`config.mk`:
```
export PLATFORM = sky130hd
export DESIGN_NAME = lfgf_ram
export DESIGN_NICKNAME = d
export VERILOG_FILES = /design/src/lfgf_ram.sv
export SDC_FILE = /design/constraint.sdc
export NUM_CORES = 2
export LEC_CHECK = 0
export BUFFER_PORTS_ARGS = -buffer_cell sky130_fd_sc_hd__buf_2
export CORE_MARGIN = 5
export CORE_UTILIZATION = 30
export DETAILED_ROUTE_END_ITERATION = 8
export GPL_TIMING_DRIVEN = 0
export PLACE_DENSITY = 0.5
export SETUP_SLACK_MARGIN = 0.1
export SYNTH_ARGS = -nofsm -noshare
export SYNTH_HDL_FRONTEND = slang
export SYNTH_SLANG_ARGS = --single-unit
```
`constraint.sdc`:
```
create_clock -name clk_i -period 8.15 [get_ports clk_i]
set_clock_uncertainty 0.1 [all_clocks]
set_input_delay 0.4075 -clock clk_i [delete_from_list [all_inputs] [get_ports clk_i]]
set_output_delay 0.4075 -clock clk_i [all_outputs]
set_load 0.005 [all_outputs]
```
`src/lfgf_ram.sv`:
```
`default_nettype none

module lfgf_ram #(
  parameter  int unsigned WIDTH = 64,
  parameter  int unsigned DEPTH = 64,
  localparam int unsigned AW    = (DEPTH > 1) ? $clog2(DEPTH) : 1
) (
  input  wire logic             clk_i,
  input  wire logic             we_i,
  input  wire logic [AW-1:0]    waddr_i,
  input  wire logic [WIDTH-1:0] wdata_i,
  input  wire logic             re_i,
  input  wire logic [AW-1:0]    raddr_i,
  output logic      [WIDTH-1:0] rdata_o
);

  logic [WIDTH-1:0] mem_q [DEPTH];

  always_ff @(posedge clk_i) begin
    if (we_i) begin
      mem_q[waddr_i] <= wdata_i;
    end
    if (re_i) begin
      rdata_o <= mem_q[raddr_i];
    end
  end

endmodule

`default_nettype wire

```
After elaboration in Yosys (flattened, before gate mapping). Memory sizes are Yosys's and may differ from the RTL's. A register that Yosys moved wholly into a read port is not among the register bits. Cells that the tools add are included. Widths: inputs -> output; s select.

Output and inout bits: 64. Flip-flop bits (word level): 0. Memories: 1. Bits in writable memories: 4096.

Muxes and demuxes: 2.

Memories: mem_q (depth 64, bits a word 64, rd ports 1, clocked after memory_dff 1, write ports 1, line 17) `logic [WIDTH-1:0] mem_q [DEPTH];`.

Operators by type and width (number): $mux 1 (2).

Longest topological paths before layout.
Word-level depth: 2. Depth in mapped cells: 9. Gate-level depth less buffers: 5.

Worst setup path before layout. OpenSTA, ideal clock, no wires.

Path type: input port to flip-flop. From: input waddr_i[3]. To: memory mem_q[48][0] (enable). Cell stages on the path: 4. Buffers on the path: 1. Arrival: 5279 ps. Setup slack: 2207 ps. Library setup time: 564 ps. Cell sequence: clkbuf_1 nor2b_1 nand4b_1 nor3_1.

RTL lines: from (decl) (line 10) `input wire logic [AW-1:0] waddr_i,`; to (decl) (line 17).

No word-level cell before the write port.

==> impl_metrics.yaml <==
global_routing:
  grt_pass1_wl_mm: 643
  track_usage_pct: 17.0
  grt_pass1_vias: 76994
  grt_overflow_total: 0
  antenna_found_initial: 75
  grt_max_degree: 65
synth:
  yosys_warnings: 0
  synth_edf_count: 4160
  synth_async_sr_flop_share_pct: 0
  ys.flop_type: "edfxtp_1"
  syn-instance-count: 6598
  synth_top_family_by_area: "multiplexers"
  synth_adder_area_share_pct: 0
  synthSimpleGateAreaFrac_pct: 1.23
  syn_area_um2: 157000
  synth_seq_cells: 4160
  synth_cell_types: 32
  synth-xor-area-share_pct: 0
  syn_nets: 6677
  avgSynthCellArea_um2: 23.8
  synth_seq_area_share_pct: 79.6
  synth_compound_area_share_pct: 2.47
  synthMuxAreaShare_pct: 15.6
floorplan:
  rows: 265
  ios: 143
  die-width_um: 733
  die_h_um: 733
  core_um2: 521000
  die_area_um2: 538000
  start_util_pct: 30.1
critical_path:
  critPathKind: "input port to flop"
  slowest_stage: "a211oi_1"
  crit_family: "buffers and inverters"
  slowest_delay_ps: 1060
  crit_chain: "buf_2 > buf_4 > buf_2 > buf_2 > buf_4 > mux2i_1 > o22ai_1 > a31oi_1 > a211oi_1"
  crit_fanout: 10
  reg2reg_depth: 5
  reg2reg_slack_ps: 4860
  critPathBufInv: 5
  crit_path_start_kind: "input port"
  worstPathRequired_ps: 8680
  arrival_ps: 4900
  end_kind: "flop"
  r2r-end: "rdata_o[38]"
  crit_top_cell: "buf_2"
  r2r-start: "mem_q[62][38]"
flow_run:
  maxCapViolations: 0
cts:
  clkTransAtPathRegs_ps: 60
  numCtsBuffers: 416
  clock_sinks: 4160
  insertion_delay_ps: 1040
  cts_tree: "done"
  cts_max_level: 5
  cts_buffer_depth: 4
  ctsResizeCount: 0
  cts-root-buf: "clkbuf_16"
power:
  p_leak_uw: 0.0570
  p_per_area_nw_per_um2: 247
  ir_drop_mv: 0.182
cells_and_area:
  layout_commonest_cell: "edfxtp_1"
  final_layout_size_suffix_gt1_share_pct: 29.7
  nNetsFinal: 7477
  layout.cells.most_common_list: "edfxtp_1 (4160), mux4_2 (1024), clkbuf_16 (421), buf_2 (292), clkbuf_1 (213)"
  fin_area_um2: 186000
  area_delta_synth_final_pct: 18.2
  fin_cells: 14692
drt:
  drt-total-wl_mm: 469
  post_drt_wl_per_cell_um: 31.9
  via_count: 75334
  drt_iter0_markers: 8579
  viasPerCell: 5.13
  ant_nets: 0
  drc: 0
  drt-pass1-iter-count: 6
placed_design:
  numPortBuffers: 134
  dpl-instance-area_um2: 171000
  post-place-ws_ps: 2660
  hpwlAfterDp_mm: 318
  dp_cells: 13894
  gp_congestion: 0.787
hold_path:
  min_path_type: "input port to flop"
  holdPathEnd: "mem_q[30][54]"
  hold_depth: 1
  holdCritStartpoint: "wdata_i[54]"
timing:
  fmax_mhz: 229
  finalSetupViolCount: 0
  fin_crit_ps: 4360
  fin_ws_ps: 3790
  slew-limit-headroom_pct: 2.08
  hold_viol_final: 0
  tightest_slew_ps: 1470
  rsz0062_at_grt: "no"
  post-route-period-util_pct: 53.6
  finalMaxSlewViolations: 0
run_status:
  status: "finished, final reports clean"
-- final cells by class --
cell class,instances,area (um^2)
Clock buffer,500,10800
Tap cell,6942,8690
Multi-Input combinational cell,2049,30700
Clock inverter,251,2980
Sequential cell,4160,125000
Buffer,370,1780
Timing Repair Buffer,382,5520
Fill cell,47604,336000
Inverter,19,71.3
Antenna cell,19,47.5
-- cell usage after synthesis, drive strengths merged, types with 45 or more instances --
library cell | instances | area, um^2
nor2 | 112 | 420
nand2 | 58 | 218
buf | 230 | 1250
mux4 | 1024 | 23100
nand3 | 45 | 225
a211oi | 63 | 473
o22ai | 83 | 519
a22oi | 168 | 1260
edfxtp | 4160 | 125000
clkbuf | 140 | 526
and3 | 64 | 400
mux2i | 135 | 1350
a22o | 88 | 771
-- state kept, by name (all words and copies together), names as in the netlist --
signal / cells
mem_q: 4096
rdata_o: 64
-- worst max-delay path by stage --
stage                         end  startpoint  cells after the start
floorplan            mem_q[48][0]  waddr_i[3]                      4
CTS                    rdata_o[6]  raddr_i[2]                      9
global route           rdata_o[1]  raddr_i[2]                      9
global placement    mem_q[49][37]  waddr_i[4]                      4
detailed placement     rdata_o[6]  raddr_i[2]                      9
finish                 rdata_o[6]  raddr_i[2]                      9
-- through the flow --
stage | hold slack, ps | util (%) | TNS (ps) | total power, uW
finish | 77.6 | 35.6 | 0 | 45700
CTS | 13.7 | 35.5 | 0 | 46200
global placement | 711 | 31.9 | -2348920 | 26600
floorplan | 406 | - | 0 | 25300
global route | 82.6 | 35.6 | 0 | 47100
detailed placement | 703 | 32.9 | 0 | 26600
-- logic make-up (layout without fill, tap and decap cells) --
kind of cell           after synthesis  count (layout)
DFF                               4160            4160
muxes                             1159            1159
AOI/OAI and AO/OA                  504             504
buffers and inverters              389            1522
and+or+nand+nor                    386             386
other                                0              19
-- where the power goes --
group          internal [uW]  switching, uW  leakage, uW  total [uW]
clock                  11300           8300      0.00672       19600
combinational            775           1600       0.0128        2380
sequential             23700           45.2       0.0375       23800
total                  35800           9950       0.0570       45700
-- per-layer routing --
metal / global-route usage [%] / share of wire, %
met5: 0 / 0.031
met4: 5.16 / 3.3
met3: 2.37 / 6.3
met2: 28.8 / 50
met1: 22.8 / 41
-- repair_timing --
| item | in CTS | in global routing |
|---|---|---|
| endpoints found under the hold margin | 287 | 490 |
| hold buffers | 7 | 14 |
| setup buffers | 0 | 0 |
Note: power is estimated with default switching activity, not from simulation.
